## config.mk

```make
export PLATFORM = sky130hd
export DESIGN_NAME = flagged_byte_ring_fifo_flat
export DESIGN_NICKNAME = d
export VERILOG_FILES = /design/src/fbrf_pkg.sv /design/src/fbrf_if.sv /design/src/fbrf_ram.sv /design/src/fbrf_ctrl.sv /design/src/flagged_byte_ring_fifo.sv /design/src/flat_wrapper.sv
export SDC_FILE = /design/constraint.sdc
export NUM_CORES = 1
export LEC_CHECK = 0
export BUFFER_PORTS_ARGS = -buffer_cell sky130_fd_sc_hd__buf_2
export CAP_MARGIN = 20
export CELL_PAD_IN_SITES_DETAIL_PLACEMENT = 0
export CELL_PAD_IN_SITES_GLOBAL_PLACEMENT = 1
export CORE_MARGIN = 4
export CORE_UTILIZATION = 30
export CTS_CLUSTER_DIAMETER = 200
export DETAILED_ROUTE_END_ITERATION = 10
export GPL_TIMING_DRIVEN = 0
export PLACE_DENSITY = 0.51
export SLEW_MARGIN = 25
export SYNTH_ARGS = -nofsm -noshare
export SYNTH_HDL_FRONTEND = slang
export SYNTH_HIERARCHICAL = 1
export SYNTH_SLANG_ARGS = --single-unit
```

## constraint.sdc

```tcl
create_clock -name clk -period 5.3 [get_ports clk]
set_input_delay 0.795 -clock clk [delete_from_list [all_inputs] [get_ports clk]]
set_output_delay 0.795 -clock clk [all_outputs]
set_load 0.02 [all_outputs]
```

## src/fbrf_pkg.sv

```systemverilog
`default_nettype none
package fbrf_pkg;

  localparam int DEPTH  = 64;
  localparam int IDX_W  = $clog2(DEPTH);
  localparam int SPAN_W = IDX_W + 1;
  localparam int BYTE_W = 8;
  localparam int FREE_W = 7;

  typedef logic [IDX_W-1:0]  idx_t;
  typedef logic [BYTE_W-1:0] byte_t;
  typedef logic [FREE_W-1:0] free_t;

  typedef enum logic {
    ACT_PUT = 1'b0,
    ACT_GET = 1'b1
  } action_t;

  typedef struct packed {
    logic  wr_en;
    idx_t  wr_addr;
    byte_t wr_data;
    logic  rd_en;
    idx_t  rd_addr;
  } ram_req_t;

  typedef struct packed {
    logic  got;
    logic  done_res;
    free_t free_space;
    logic  data_ready;
  } result_t;

  function automatic idx_t next_idx(idx_t i);
    return (i == idx_t'(DEPTH - 1)) ? '0 : i + idx_t'(1);
  endfunction

endpackage
`default_nettype wire

```

## src/fbrf_if.sv

```systemverilog
`default_nettype none
interface fbrf_in_if;
  logic                valid;
  logic                ready;
  logic                action;
  fbrf_pkg::byte_t     write_byte;

  modport source (output valid, output action, output write_byte, input ready);
  modport sink   (input valid, input action, input write_byte, output ready);
endinterface

interface fbrf_out_if;
  logic                valid;
  logic                ready;
  fbrf_pkg::byte_t     read_byte;
  logic                done_res;
  fbrf_pkg::free_t     free_space;
  logic                data_ready;

  modport source (output valid, output read_byte, output done_res, output free_space,
                  output data_ready, input ready);
  modport sink   (input valid, input read_byte, input done_res, input free_space,
                  input data_ready, output ready);
endinterface
`default_nettype wire

```

## src/fbrf_ram.sv

```systemverilog
`default_nettype none
module fbrf_ram #(
  parameter int WIDTH = 8,
  parameter int DEPTH = 64
) (
  input  wire logic                     clk,
  input  wire logic                     wr_en,
  input  wire logic [$clog2(DEPTH)-1:0] wr_addr,
  input  wire logic [WIDTH-1:0]         wr_data,
  input  wire logic                     rd_en,
  input  wire logic [$clog2(DEPTH)-1:0] rd_addr,
  output logic      [WIDTH-1:0]         rd_data
);

  logic [WIDTH-1:0] mem [DEPTH];

  always_ff @(posedge clk) begin
    if (wr_en) begin
      mem[wr_addr] <= wr_data;
    end
    if (rd_en) begin
      rd_data <= mem[rd_addr];
    end
  end

endmodule
`default_nettype wire

```

## src/fbrf_ctrl.sv

```systemverilog
`default_nettype none
module fbrf_ctrl (
  input  wire logic              clk,
  input  wire logic              rst,
  input  wire logic              take,
  input  wire logic              action,
  input  wire fbrf_pkg::byte_t   write_byte,
  output fbrf_pkg::ram_req_t     ram_req,
  output fbrf_pkg::result_t      result
);

  fbrf_pkg::idx_t            write_index, write_index_next;
  fbrf_pkg::idx_t            read_index, read_index_next;
  logic                      full, full_next;
  logic                      do_put, do_get;
  logic [fbrf_pkg::SPAN_W-1:0] span;

  // occupied cells run from read_index up to write_index; equal pointers are full or empty
  always_comb begin
    do_put = take && (action == fbrf_pkg::ACT_PUT) && !full;
    do_get = take && (action == fbrf_pkg::ACT_GET) && (full || (write_index != read_index));

    full_next        = full;
    write_index_next = write_index;
    read_index_next  = read_index;
    if (do_put) begin
      write_index_next = fbrf_pkg::next_idx(write_index);
      full_next        = (fbrf_pkg::next_idx(write_index) == read_index);
    end
    if (do_get) begin
      read_index_next = fbrf_pkg::next_idx(read_index);
      full_next       = 1'b0;
    end

    // free cells after the step; equal pointers over an occupied cell mean full
    if (write_index_next < read_index_next) begin
      span = {1'b0, read_index_next} - {1'b0, write_index_next};
    end else if (write_index_next == read_index_next && full_next) begin
      span = '0;
    end else begin
      span = fbrf_pkg::SPAN_W'(fbrf_pkg::DEPTH)
             - {1'b0, write_index_next - read_index_next};
    end

    ram_req.wr_en   = do_put;
    ram_req.wr_addr = write_index;
    ram_req.wr_data = write_byte;
    ram_req.rd_en   = do_get;
    ram_req.rd_addr = read_index;

    result.got        = do_get;
    result.done_res   = do_put || do_get;
    result.free_space = fbrf_pkg::FREE_W'(span);
    result.data_ready = full_next || (write_index_next != read_index_next);
  end

  always_ff @(posedge clk) begin
    if (rst) begin
      write_index <= '0;
      read_index  <= '0;
      full        <= 1'b0;
    end else begin
      write_index <= write_index_next;
      read_index  <= read_index_next;
      full        <= full_next;
    end
  end

endmodule
`default_nettype wire

```

## src/flagged_byte_ring_fifo.sv

```systemverilog
// Byte ring FIFO of 64 cells; a cell's occupied flag follows from the two
// pointers and a full bit.
// req channel: one item per handshake, action selects put (store write_byte)
// or get (take the byte under the read pointer). A put into an occupied cell
// drops the byte; a get from a free cell returns 0. Either way done_res is 0.
// rsp channel: one item for every request item, in order, carrying read_byte,
// done_res, free_space (free cells after the step) and data_ready.
// Latency: the response is valid in the cycle after the request is accepted.
// Throughput: one item per cycle while rsp is not stalled; the pointer and
// flag update is combinational; the byte store has one write and one read port.
// A stalled response holds in the output register; req.ready stays low until
// the response is taken, then a new item may enter in that same cycle.
// Reset empties the ring and clears both pointers at once; cell contents are
// not cleared and are only read after a put has filled them.
`default_nettype none
module flagged_byte_ring_fifo (
  input wire logic  clk,
  input wire logic  rst,
  fbrf_in_if.sink   req,
  fbrf_out_if.source rsp
);

  logic               take;
  fbrf_pkg::ram_req_t ram_req;
  fbrf_pkg::result_t  result_next, result;
  fbrf_pkg::byte_t    ram_q;
  logic               rsp_valid;

  assign req.ready = !rsp_valid || rsp.ready;
  assign take      = req.valid && req.ready;

  fbrf_ctrl u_ctrl (
    .clk        (clk),
    .rst        (rst),
    .take       (take),
    .action     (req.action),
    .write_byte (req.write_byte),
    .ram_req    (ram_req),
    .result     (result_next)
  );

  fbrf_ram #(
    .WIDTH (fbrf_pkg::BYTE_W),
    .DEPTH (fbrf_pkg::DEPTH)
  ) u_ram (
    .clk     (clk),
    .wr_en   (ram_req.wr_en),
    .wr_addr (ram_req.wr_addr),
    .wr_data (ram_req.wr_data),
    .rd_en   (ram_req.rd_en),
    .rd_addr (ram_req.rd_addr),
    .rd_data (ram_q)
  );

  always_ff @(posedge clk) begin
    if (rst) begin
      rsp_valid <= 1'b0;
    end else if (req.ready) begin
      rsp_valid <= req.valid;
    end
  end

  always_ff @(posedge clk) begin
    if (take) begin
      result <= result_next;
    end
  end

  assign rsp.valid      = rsp_valid;
  assign rsp.read_byte  = result.got ? ram_q : '0;
  assign rsp.done_res   = result.done_res;
  assign rsp.free_space = result.free_space;
  assign rsp.data_ready = result.data_ready;

endmodule
`default_nettype wire
```

## src/flat_wrapper.sv

```systemverilog
// flat-port wrapper written by rule: the top's interface ports become plain ports
module flagged_byte_ring_fifo_flat 
  (clk, rst, req_valid, req_action, req_write_byte, req_ready, rsp_valid, rsp_read_byte, rsp_done_res, rsp_free_space, rsp_data_ready, rsp_ready);
  fbrf_in_if req_i ();
  fbrf_out_if rsp_i ();
  input wire logic clk;
  input wire logic rst;
  input wire logic [$bits(req_i.valid)-1:0] req_valid;
  input wire logic [$bits(req_i.action)-1:0] req_action;
  input wire logic [$bits(req_i.write_byte)-1:0] req_write_byte;
  output wire logic [$bits(req_i.ready)-1:0] req_ready;
  output wire logic [$bits(rsp_i.valid)-1:0] rsp_valid;
  output wire logic [$bits(rsp_i.read_byte)-1:0] rsp_read_byte;
  output wire logic [$bits(rsp_i.done_res)-1:0] rsp_done_res;
  output wire logic [$bits(rsp_i.free_space)-1:0] rsp_free_space;
  output wire logic [$bits(rsp_i.data_ready)-1:0] rsp_data_ready;
  input wire logic [$bits(rsp_i.ready)-1:0] rsp_ready;
  assign req_i.valid = req_valid;
  assign req_i.action = req_action;
  assign req_i.write_byte = req_write_byte;
  assign req_ready = req_i.ready;
  assign rsp_valid = rsp_i.valid;
  assign rsp_read_byte = rsp_i.read_byte;
  assign rsp_done_res = rsp_i.done_res;
  assign rsp_free_space = rsp_i.free_space;
  assign rsp_data_ready = rsp_i.data_ready;
  assign rsp_i.ready = rsp_ready;
  flagged_byte_ring_fifo u_core (.clk(clk), .rst(rst), .req(req_i), .rsp(rsp_i));
endmodule
```

After elaboration in Yosys (flattened, before gate mapping) --
Memory sizes are Yosys's and may differ from the RTL's. A register that Yosys moved wholly into a read port is not among the register bits. Index checks and enable logic that the tools add are counted. W data, S select, Z words.
Storage, ports and cells: register bits after elaboration 24, memory bits (writable) 512, memories 1, input bits 13
Cells by class: equality and inequality tests 6, bitwise operators 1, $add $sub $neg 5, multiplexer cells 11, reduce and logical (&&, ||, !) cells 12, magnitude comparators 1
Memories:
- u_core.u_ram.mem | depth 64, bits a word 8, rd ports 1, clocked after Yosys merged registers in 1, write ports 1, line fbrf_ram.sv:15 | logic [WIDTH-1:0] mem [DEPTH];
Operator list (count):
- $mux W6 | 4
- $mux W7 | 2
- $add A6 B1 Y6 const B | 2
- $eq A6 B6 Y1 | 2
- $eq A6 B6 Y1 const B | 2
- $ne A6 B6 Y1 | 2
- $mux W8 | 1
- $sub A6 B6 Y7 | 1
- $sub A7 B6 Y7 const A | 1
- $logic_and A1 B1 Y1 | 6
- $lt A6 B6 Y1 | 1
- $sub A6 B6 Y6 | 1
- $logic_or A1 B1 Y1 | 4
- $mux W1 | 4
- $logic_not A1 Y1 | 2
- $not A1 Y1 | 1

Depth between registers and ports, before layout --
Gate-level depths: netlist (run 1).
depth in word-level cells 10, gate-level depth with buffers 17

Hierarchy --
Netlist (run 1), hierarchy kept.
By module, submodules not included:
- fbrf_ram | instances 1, cells an instance 940, sequential area each 15615.0 um^2, area an instance 20246.9 um^2
- fbrf_ctrl | instances 1, cells an instance 238, sequential area each 260.2 um^2, area an instance 1755.4 um^2
- flagged_byte_ring_fifo | instances 1, cells an instance 30, sequential area each 320.3 um^2, area an instance 457.9 um^2

Worst setup path after synthesis (run 1) --
OpenSTA, ideal clock, no wires.
path type input port to flip-flop, from in rsp_ready, to reg u_core.result, in the netlist u_core/rsp.free_space[4] (data pin), data arrival time 3495 ps, stages on the path 16, path buffers 1, setup slack 1547 ps, library setup time 259 ps, data required time 5041 ps, path through nand2b_4 and2_4 nand2b_1 nand2b_1 inv_2 a21oi_1 a2bb2oi_1 inv_1 ha_1 buf_2 and3_1 o21ai_1 a21oi_1 o21ai_0 mux2i_1 o2bb2ai_1
RTL lines:
- start, declared | line flat_wrapper.sv:17 | input wire logic [$bits(rsp_i.ready)-1:0] rsp_ready;
- end signal, assigned | line flagged_byte_ring_fifo.sv:65 | result <= result_next;
- end, declared | line flagged_byte_ring_fifo.sv:25 | fbrf_pkg::result_t result_next, result;

==> flow_metrics.env, run 1 <==
export IMPL_cts_max_path_buffers=3
export IMPL_track_usage=0.1575
export IMPL_worstPathCellList="buf_4 -> xnor2_1 -> nand2_1 -> o311ai_4 -> inv_2 -> mux2i_1 -> fa_1 -> and3_1 -> o21ai_1 -> a21oi_1 -> o21ai_0 -> mux2i_1 -> o21ai_1"
export IMPL_synth_distinct_cells=69
export IMPL_cap_violations=0
export IMPL_min_path_type="primary input to flop"
export IMPL_reg2reg_from="u_core/u_ctrl/write_index[5]$_SDFF_PP0_"
export IMPL_multi_input_area_um2=5663
export IMPL_crit_path_max_fanout=10
export IMPL_timing_clock_skew_ns=0.03250
export IMPL_peakVddDrop_v=0.0002307
export IMPL_dp_slack_ns=0.7780
export IMPL_worstPathArrival_ns=4.84
export IMPL_grt_pass1_vias=12060
export IMPL_slowest_stage="dfxtp_1"
export IMPL_grt_max_degree=65
export IMPL_synth_ff_latch_count=544
export IMPL_total_power_mw=9.122
export IMPL_use_met1=0.2162
export IMPL_firstDrtPassIters=5
export IMPL_crit_type="flop to flop"
export IMPL_placed_cells=2202
export IMPL_fin_crit_ns=4.483
export IMPL_vias=11700
export IMPL_drive_above_1_share=0.2414
export IMPL_antenna_found_initial=0
export IMPL_ys_seq_area_frac=0.7211
export IMPL_grt_pass1_wl_mm=89.20
export IMPL_clock_sinks=544
export IMPL_fin_cells=2312
export IMPL_synthFlopType="edfxtp_1"
export IMPL_gr_usage_met2=0.2668
export IMPL_rows=100
export IMPL_dieArea_um2=79310
export IMPL_setup_slack_ns=0.8171
export IMPL_relSlewSlack=0.3003
export IMPL_io_buffer_count=23
export IMPL_nFillCells=7059
export IMPL_status="finished clean"
export IMPL_p_sw_mw=1.971
export IMPL_p_clk_frac=0.431
export IMPL_htreeDepth=2
export IMPL_hp_start="rst"
export IMPL_max_freq_ghz=0.2231
export IMPL_p_per_area_nw_per_um2=355.2
export IMPL_grt_overflow_total=0
export IMPL_syn_to_final_growth_pct=14.34
export IMPL_drc=0
export IMPL_clk_latency_ns=0.64
export IMPL_synth_area_um2=22460
export IMPL_leakage_nw=7.912
export IMPL_coreArea_um2=74320
export IMPL_fin_nets=1325
export IMPL_hold_viol=0
export IMPL_cts_root_buf="clkbuf_16"
export IMPL_intPower_mw=7.151
export IMPL_synth_edff_count=530
export IMPL_seq_power_share=0.522
export IMPL_cts_buffers_inserted=60
export IMPL_path_clk_slew_ns=0.06
export IMPL_tns_ns=0
export IMPL_syn_area_per_cell_um2=18.59
export IMPL_start_util=0.3022
export IMPL_setup_viol=0
export IMPL_die_w_um=281.6
export IMPL_area_sequential_um2=16200
export IMPL_ios=32
export IMPL_synthCells=1208
export IMPL_cts_repair_resized=0
export IMPL_layout_common_cells="edfxtp_1, mux4_2, nor2_1"
export IMPL_vias_per_cell=5.059
export IMPL_layout_commonest_cell="edfxtp_1"
export IMPL_fin_crit_sh=0.8458
export IMPL_crit_path_end_kind="flop"
export IMPL_p_sw_frac=0.2160
export IMPL_worstMarginPinSlew_ns=1.046
export IMPL_slew_violations=0
export IMPL_gp_congestion=0.8455
export IMPL_first_iter_violations=1024
export IMPL_grt_use_met3=0.02203
export IMPL_syn_num_nets=1238
export IMPL_pwr_share_comb=0.047
export IMPL_fp_dieH_um=281.6
export IMPL_wl_mm=62.43
export IMPL_place_hpwl_mm=40.44
export IMPL_grt_busiest_layer="met2"
export IMPL_cp_required_ns=5.66
export IMPL_startpoint="u_core/u_ctrl/write_index[5]$_SDFF_PP0_"
export IMPL_post_cts_buffers=0
export IMPL_synthArstFlopShare=0
export IMPL_slowest_delay_ns=0.80
export IMPL_rsz0062_at_grt="no"
export IMPL_crit_path_start_kind="flop"
export IMPL_routedWlPerCell_um=27.00
export IMPL_ant_nets=0
export IMPL_yosysWarnings=6
export IMPL_hold_buffers=0
export IMPL_cts_tree="done"
layer usage:
metal,vias up,share of wire
met4,0,0.022
li1,5034,-
met2,258,0.50
met3,80,0.038
met5,-,0
met1,6324,0.44
cells in the mapped netlist, types with 5 or more instances:
master,n,share of area
dfxtp_1,14,0.012
o21ai_1,6,0.0013
nor3_1,15,0.0033
ha_1,15,0.0084
buf_6,5,0.0025
mux4_2,126,0.13
clkbuf_1,19,0.0032
nor2b_1,17,0.0047
and2_1,10,0.0028
buf_2,14,0.0031
o221ai_1,10,0.0039
o22ai_1,10,0.0028
nor2_1,107,0.018
nand3_1,19,0.0042
xnor2_1,14,0.0055
a21o_1,5,0.0017
nand2b_1,9,0.0025
inv_1,25,0.0042
nand4_1,5,0.0014
edfxtp_1,530,0.71
o21ai_0,13,0.0029
mux2i_1,28,0.012
mux2_2,13,0.0065
buf_4,36,0.012
a221oi_1,6,0.0023
a211oi_1,6,0.0020
nand2_1,37,0.0062
a21oi_1,15,0.0033
critical path, delay by kind of cell (launching register included):
| family | cells | cell delay (ns) |
|---|---|---|
| DFF | 1 | 0.80 |
| muxes | 2 | 0.67 |
| xor gates and xnor gates | 1 | 0.13 |
| adders and majority gates | 1 | 0.31 |
| buffers and inverters | 2 | 0.47 |
| AOI/OAI and AO/OA | 5 | 1.50 |
| and+or+nand+nor | 2 | 0.34 |
cells by family (layout without fill, tap and decap cells):
family	Yosys count	in the layout	synth area share
adder cells (fa/ha/maj)	17	17	0.01014
other	0	1	0
AND/OR/NAND/NOR	243	243	0.05120
multiplexers	167	167	0.1453
flip-flops	544	544	0.7211
XOR/XNOR	18	18	0.007019
AO/OA/AOI/OAI	112	112	0.03744
buffers and inverters	107	241	0.02780
flip-flops by register name, summed over array words and instances, names as in the netlist:
signal,flops
u_core/u_ctrl/full,1
u_core/u_ram/mem,512
u_core/rsp.data_ready,1
u_core/result,1
u_core/rsp.free_space,7
u_core/u_ctrl/write_index,6
u_core/rsp.valid,1
u_core/rsp.done_res,1
u_core/u_ctrl/read_index,6
u_core/u_ram/rd_data,8
cell type report:
class,count,share of cell area
diodes,1,0.00009744
repair buffers,25,0.005067
clock buffers,72,0.06104
clock inverters,37,0.01101
plain buffers,80,0.02051
flip-flops and latches,544,0.6306
inverters,27,0.003946
multi-input cells,557,0.2205
well taps,969,0.04721
through the flow:
step	hold WS [ns]	utilization	instance area [um^2]
final	0.4063	0.3456	25680
after global routing	0.3935	0.3455	25680
after CTS	0.3750	0.3454	25670
after detailed placement	0.4980	0.3205	23820
after global placement	0.4836	0.3201	23790
after floorplan	0.6000	-	22460
power by group through the flow:
stage                     Sequential, mW  Clock (mW)  Combinational (mW)
final                               4.76        3.93               0.428
after global routing                4.76        4.23               0.466
after CTS                           4.76        4.06               0.440
after detailed placement            4.85           0               0.438
after global placement              4.85           0               0.436
after floorplan                     4.85           0               0.287
path summary, 6_finish.rpt:
kind,to,slack [ns],cells past startpoint
worst max-delay path,u_core/rsp.free_space[3]$_DFFE_PP_,0.82,13
worst min-delay path,u_core/rsp.valid$_SDFFE_PP0P_,0.41,2
worst max register to register,u_core/rsp.free_space[3]$_DFFE_PP_,0.82,13
worst min register to register,u_core/rsp.valid$_SDFFE_PP0P_,0.50,2
Note: power is estimated with default switching activity, not from simulation.
==> inputs of run 2 (changes only) <==
clock period = 4.65 ns   (was 5.3 ns; I/O delays follow)
==> flow_metrics.env, run 2 (same netlist as run 1, synthesis figures left out) <==
export IMPL_clock_sinks=544
export IMPL_worst_hold_slack_ns=0.3083
export IMPL_dieArea_um2=79310
export IMPL_slowest_delay_ns=0.80
export IMPL_multi_input_area_um2=5667
export IMPL_fin_crit_sh=0.8857
export IMPL_max_freq_ghz=0.2428
export IMPL_finish_instance_area_um2=25690
export IMPL_ant_nets=0
export IMPL_drc=0
export IMPL_relSlewSlack=0.2840
export IMPL_clk_latency_ns=0.64
export IMPL_wl_met1_mm=27.74
export IMPL_worst_r2r_setup_slack_ns=0.53
export IMPL_cts_repair_resized=0
export IMPL_cap_violations=0
export IMPL_intPower_mw=8.151
export IMPL_cts_root_buf="clkbuf_16"
export IMPL_dp_slack_ns=0.1280
export IMPL_antenna_found_initial=0
export IMPL_drive_above_1_share=0.2437
export IMPL_layout_common_cells="edfxtp_1, mux4_2, nor2_1"
export IMPL_status="finished clean"
export IMPL_grt_pass1_wl_mm=89.20
export IMPL_grt_max_degree=65
export IMPL_layout_commonest_cell="edfxtp_1"
export IMPL_io_buffer_count=23
export IMPL_worst_hold_path_num_cells=2
export IMPL_dr_max_layer_used="met4"
export IMPL_grt_pass1_vias=12060
export IMPL_crit_path_max_fanout=13
export IMPL_place_area_um2=23820
export IMPL_post_cts_buffers=0
export IMPL_firstDrtPassIters=5
export IMPL_wl_met2_mm=31.11
export IMPL_fin_nets=1325
export IMPL_peakVddDrop_v=0.0002633
export IMPL_crit_path_end_kind="flop"
export IMPL_largest_reg_flops=512
export IMPL_coreArea_um2=74320
export IMPL_track_usage=0.1575
export IMPL_first_iter_violations=1000
export IMPL_placed_cells=2202
export IMPL_vias_per_cell=5.057
export IMPL_worstPathCellList="xnor2_1 -> nand2_1 -> o311ai_4 -> inv_2 -> mux2i_1 -> inv_1 -> ha_1 -> and3b_1 -> o211a_1 -> a211oi_1 -> xnor2_1 -> nand2_1 -> o32ai_1"
export IMPL_p_sw_frac=0.2158
export IMPL_ios=32
export IMPL_fp_dieH_um=281.6
export IMPL_cp_required_ns=5.08
export IMPL_nFillCells=7057
export IMPL_p_sw_mw=2.243
export IMPL_fin_crit_ns=4.118
export IMPL_cts_buffers_inserted=60
export IMPL_routedWlPerCell_um=26.99
export IMPL_seq_power_share=0.522
export IMPL_start_util=0.3022
export IMPL_die_w_um=281.6
export IMPL_htreeDepth=2
export IMPL_cts_max_path_buffers=3
export IMPL_min_path_type="primary input to flop"
export IMPL_grt_overflow_total=0
export IMPL_timing_clock_skew_ns=0.03258
export IMPL_cts_tree="done"
export IMPL_slowest_stage="dfxtp_1"
export IMPL_path_clk_slew_ns=0.06
export IMPL_tns_ns=0
export IMPL_final_core_util=0.3456
export IMPL_worstPathArrival_ns=4.55
export IMPL_wl_mm=62.39
export IMPL_pwr_share_comb=0.047
export IMPL_worstMarginPinSlew_ns=1.070
export IMPL_setup_slack_ns=0.5317
export IMPL_leakage_nw=7.915
export IMPL_crit_type="flop to flop"
export IMPL_setup_viol=0
export IMPL_vias=11690
export IMPL_route_met3_wl_mm=2.287
export IMPL_crit_path_start_kind="flop"
export IMPL_syn_to_final_growth_pct=14.37
export IMPL_p_per_area_nw_per_um2=404.6
export IMPL_slew_violations=0
export IMPL_fin_cells=2312
export IMPL_rows=100
export IMPL_p_clk_frac=0.431
export IMPL_hold_viol=0
export IMPL_rsz0062_at_grt="no"
export IMPL_largest_register="u_core/u_ram/mem"
export IMPL_area_sequential_um2=16200
export IMPL_total_power_mw=10.39
export IMPL_hold_buffers=0
export IMPL_gp_congestion=0.8455
export IMPL_r2r_cells=13
export IMPL_place_hpwl_mm=40.44
-- run 2: final timing paths --
path                                                              from                                 end
worst max-delay path            u_core/u_ctrl/read_index[5]$_SDFF_PP0_  u_core/rsp.free_space[5]$_DFFE_PP_
worst min-delay path                                               rst       u_core/rsp.valid$_SDFFE_PP0P_
worst max register to register  u_core/u_ctrl/read_index[5]$_SDFF_PP0_  u_core/rsp.free_space[5]$_DFFE_PP_
worst min register to register           u_core/rsp.valid$_SDFFE_PP0P_       u_core/rsp.valid$_SDFFE_PP0P_
-- run 2: routing by layer --
metal	vias up	global-route usage
met2	241	0.2668
met4	0	0.03827
li1	5033	-
met3	72	0.02203
met5	-	0
met1	6345	0.2162
-- run 2: area by class of cell --
class | count | share of cell area
inverters | 27 | 0.003945
multi-input cells | 557 | 0.2206
clock buffers | 72 | 0.06103
well taps | 969 | 0.04720
repair buffers | 25 | 0.005066
clock inverters | 37 | 0.01101
diodes | 1 | 0.00009741
plain buffers | 80 | 0.02051
flip-flops and latches | 544 | 0.6306
-- run 2: power by group through the flow --
stage          combinational, mW  sequential (mW)  clock (mW)
5_1_grt                    0.531             5.43        4.82
2_1_floorplan              0.327             5.53           0
3_3_place_gp               0.497             5.53           0
4_1_cts                    0.501             5.43        4.63
6_report                   0.487             5.43        4.48
3_5_place_dp               0.500             5.53           0
-- run 2: worst max-delay path, delay by kind of cell (launching register included) --
kind	cells	cell delay, ns
xor gates and xnor gates	2	0.36
muxes	1	0.47
adders and majority gates	1	0.36
AOI/OAI and AO/OA	4	1.18
DFF	1	0.80
and+or+nand+nor	3	0.42
buffers and inverters	2	0.34
==> inputs of run 3 (changes only) <==
CORE_MARGIN = unset   (was 4)
clock period = 4.6 ns   (was 4.65 ns; I/O delays follow)
==> flow_metrics.env, run 3 (same netlist as run 1, synthesis figures left out) <==
export IMPL_status="finished clean"
export IMPL_seq_power_share=0.528
export IMPL_worstPathCellList="xnor2_1 -> nand4_1 -> o311ai_4 -> inv_2 -> mux2i_1 -> inv_1 -> ha_1 -> and3b_1 -> o21ai_0 -> a21oi_1 -> xor2_1 -> mux2i_1 -> o2bb2ai_1"
export IMPL_layout_common_cells="edfxtp_1, mux4_2, nor2_1"
export IMPL_routedWlPerCell_um=26.65
export IMPL_fin_crit_sh=0.9331
export IMPL_track_usage=0.1633
export IMPL_cts_max_path_buffers=3
export IMPL_intPower_mw=8.128
export IMPL_antenna_found_initial=1
export IMPL_largest_reg_flops=512
export IMPL_hold_buffers=0
export IMPL_cts_repair_resized=0
export IMPL_post_cts_buffers=0
export IMPL_vias_per_cell=5.054
export IMPL_coreArea_um2=73580
export IMPL_crit_top_cell="mux2i_1"
export IMPL_crit_buf_inv=2
export IMPL_cap_violations=0
export IMPL_crit_path_start_kind="flop"
export IMPL_rsz0062_at_grt="no"
export IMPL_worst_hold_slack_ns=0.3188
export IMPL_total_power_mw=10.38
export IMPL_fin_nets=1320
export IMPL_layout_commonest_cell="edfxtp_1"
export IMPL_first_iter_violations=1070
export IMPL_fp_dieH_um=275.6
export IMPL_p_per_area_nw_per_um2=405.9
export IMPL_slowest_delay_ns=0.78
export IMPL_cts_root_buf="clkbuf_16"
export IMPL_max_freq_ghz=0.2330
export IMPL_finish_instance_area_um2=25570
export IMPL_crit_path_max_fanout=10
export IMPL_fin_cells=2295
export IMPL_timing_clock_skew_ns=0.01971
export IMPL_drive_above_1_share=0.2343
export IMPL_relSlewSlack=0.2633
export IMPL_clock_sinks=544
export IMPL_htreeDepth=2
export IMPL_worst_r2r_endpoint="u_core/rsp.free_space[4]$_DFFE_PP_"
export IMPL_crit_type="flop to flop"
export IMPL_ant_nets=0
export IMPL_place_hpwl_mm=39.93
export IMPL_cp_required_ns=4.96
export IMPL_pwr_share_comb=0.048
export IMPL_io_buffer_count=23
export IMPL_die_w_um=275.6
export IMPL_wl_mm=61.16
export IMPL_grt_overflow_total=0
export IMPL_hold_path_end="u_core/rsp.valid$_SDFFE_PP0P_"
export IMPL_worstPathArrival_ns=4.65
export IMPL_r2r_cells=13
export IMPL_p_clk_frac=0.424
export IMPL_setup_viol=0
export IMPL_cp_top_family="compound AO/OA/AOI/OAI gates"
export IMPL_leakage_nw=7.868
export IMPL_p_sw_frac=0.2170
export IMPL_hp_start="rst"
export IMPL_worstMarginPinSlew_ns=1.101
export IMPL_clk_latency_ns=0.63
export IMPL_tns_ns=0
export IMPL_n_antenna_cell=0
export IMPL_vias=11600
export IMPL_worst_hold_path_num_cells=2
export IMPL_min_path_type="primary input to flop"
export IMPL_place_area_um2=23790
export IMPL_dp_slack_ns=0.1758
export IMPL_cts_buffers_inserted=56
export IMPL_start_util=0.3053
export IMPL_grt_max_degree=65
export IMPL_grt_pass1_wl_mm=86.57
export IMPL_reg2reg_from="u_core/u_ctrl/read_index[4]$_SDFF_PP0_"
export IMPL_drc=0
export IMPL_hold_viol=0
export IMPL_nFillCells=7010
export IMPL_placed_cells=2191
export IMPL_path_clk_slew_ns=0.06
export IMPL_firstDrtPassIters=5
export IMPL_setup_slack_ns=0.3079
export IMPL_gp_congestion=0.8101
export IMPL_p_sw_mw=2.252
export IMPL_grt_pass1_vias=11690
export IMPL_rows=99
export IMPL_syn_to_final_growth_pct=13.86
export IMPL_final_core_util=0.3476
export IMPL_dieArea_um2=75970
export IMPL_slowest_stage="dfxtp_1"
export IMPL_crit_path_end_kind="flop"
export IMPL_cts_tree="done"
export IMPL_slew_violations=0
export IMPL_largest_register="u_core/u_ram/mem"
export IMPL_fin_crit_ns=4.292
export IMPL_peakVddDrop_v=0.0003155
export IMPL_worst_r2r_setup_slack_ns=0.31
export IMPL_ios=32
[run 3: power by group through the flow]
stage	Combinational, mW	Sequential, mW	Clock, mW
3_3_place_gp	0.504	5.59	0
4_1_cts	0.509	5.48	4.52
5_1_grt	0.537	5.48	4.69
3_5_place_dp	0.507	5.59	0
2_1_floorplan	0.331	5.59	0
6_report	0.499	5.48	4.40
[run 3: area by class of cell]
class                      instances  area, um^2  area share
buffer                            80       524.3     0.02050
clock buffer                      68        1446     0.05656
clock inverter                    36       329.1     0.01287
inverter                          27       101.3    0.003963
multi-input combinational        557        5654      0.2211
sequential                       544       16200      0.6333
tap                              959        1200     0.04692
timing repair buffer              24       122.6    0.004795
[run 3: worst max path at each step]
| stage | from | to | slack [ns] | depth (start not counted) |
|---|---|---|---|---|
| final | u_core/u_ctrl/read_index[4]$_SDFF_PP0_ | u_core/rsp.free_space[4]$_DFFE_PP_ | 0.31 | 13 |
| after global routing | u_core/u_ctrl/read_index[4]$_SDFF_PP0_ | u_core/rsp.free_space[4]$_DFFE_PP_ | 0.007 | 13 |
| after CTS | u_core/u_ctrl/read_index[4]$_SDFF_PP0_ | u_core/rsp.free_space[3]$_DFFE_PP_ | 0.13 | 15 |
| after detailed placement | rsp_ready | u_core/rsp.free_space[3]$_DFFE_PP_ | 0.18 | 17 |
| after global placement | u_core/u_ctrl/read_index[4]$_SDFF_PP0_ | u_core/rsp.free_space[4]$_DFFE_PP_ | 0.10 | 15 |
| after floorplan | rsp_ready | u_core/rsp.free_space[4]$_DFFE_PP_ | 0.95 | 16 |
[run 3: metal layers]
layer,vias up,part of all wire,track usage
li1,5001,-,-
met4,0,0.025,0.04594
met2,311,0.47,0.2568
met1,6199,0.45,0.2305
met3,87,0.061,0.03054
met5,-,0,0
[run 3: worst register-to-register path, stage by stage, from the launching register on]
cell and delay [ns]:
dfxtp_1 0.78, xnor2_1 0.25, nand4_1 0.24, o311ai_4 0.51
inv_2 0.16, mux2i_1 0.49, inv_1 0.16, ha_1 0.36
and3b_1 0.23, o21ai_0 0.27, a21oi_1 0.12, xor2_1 0.19
mux2i_1 0.20, o2bb2ai_1 0.07
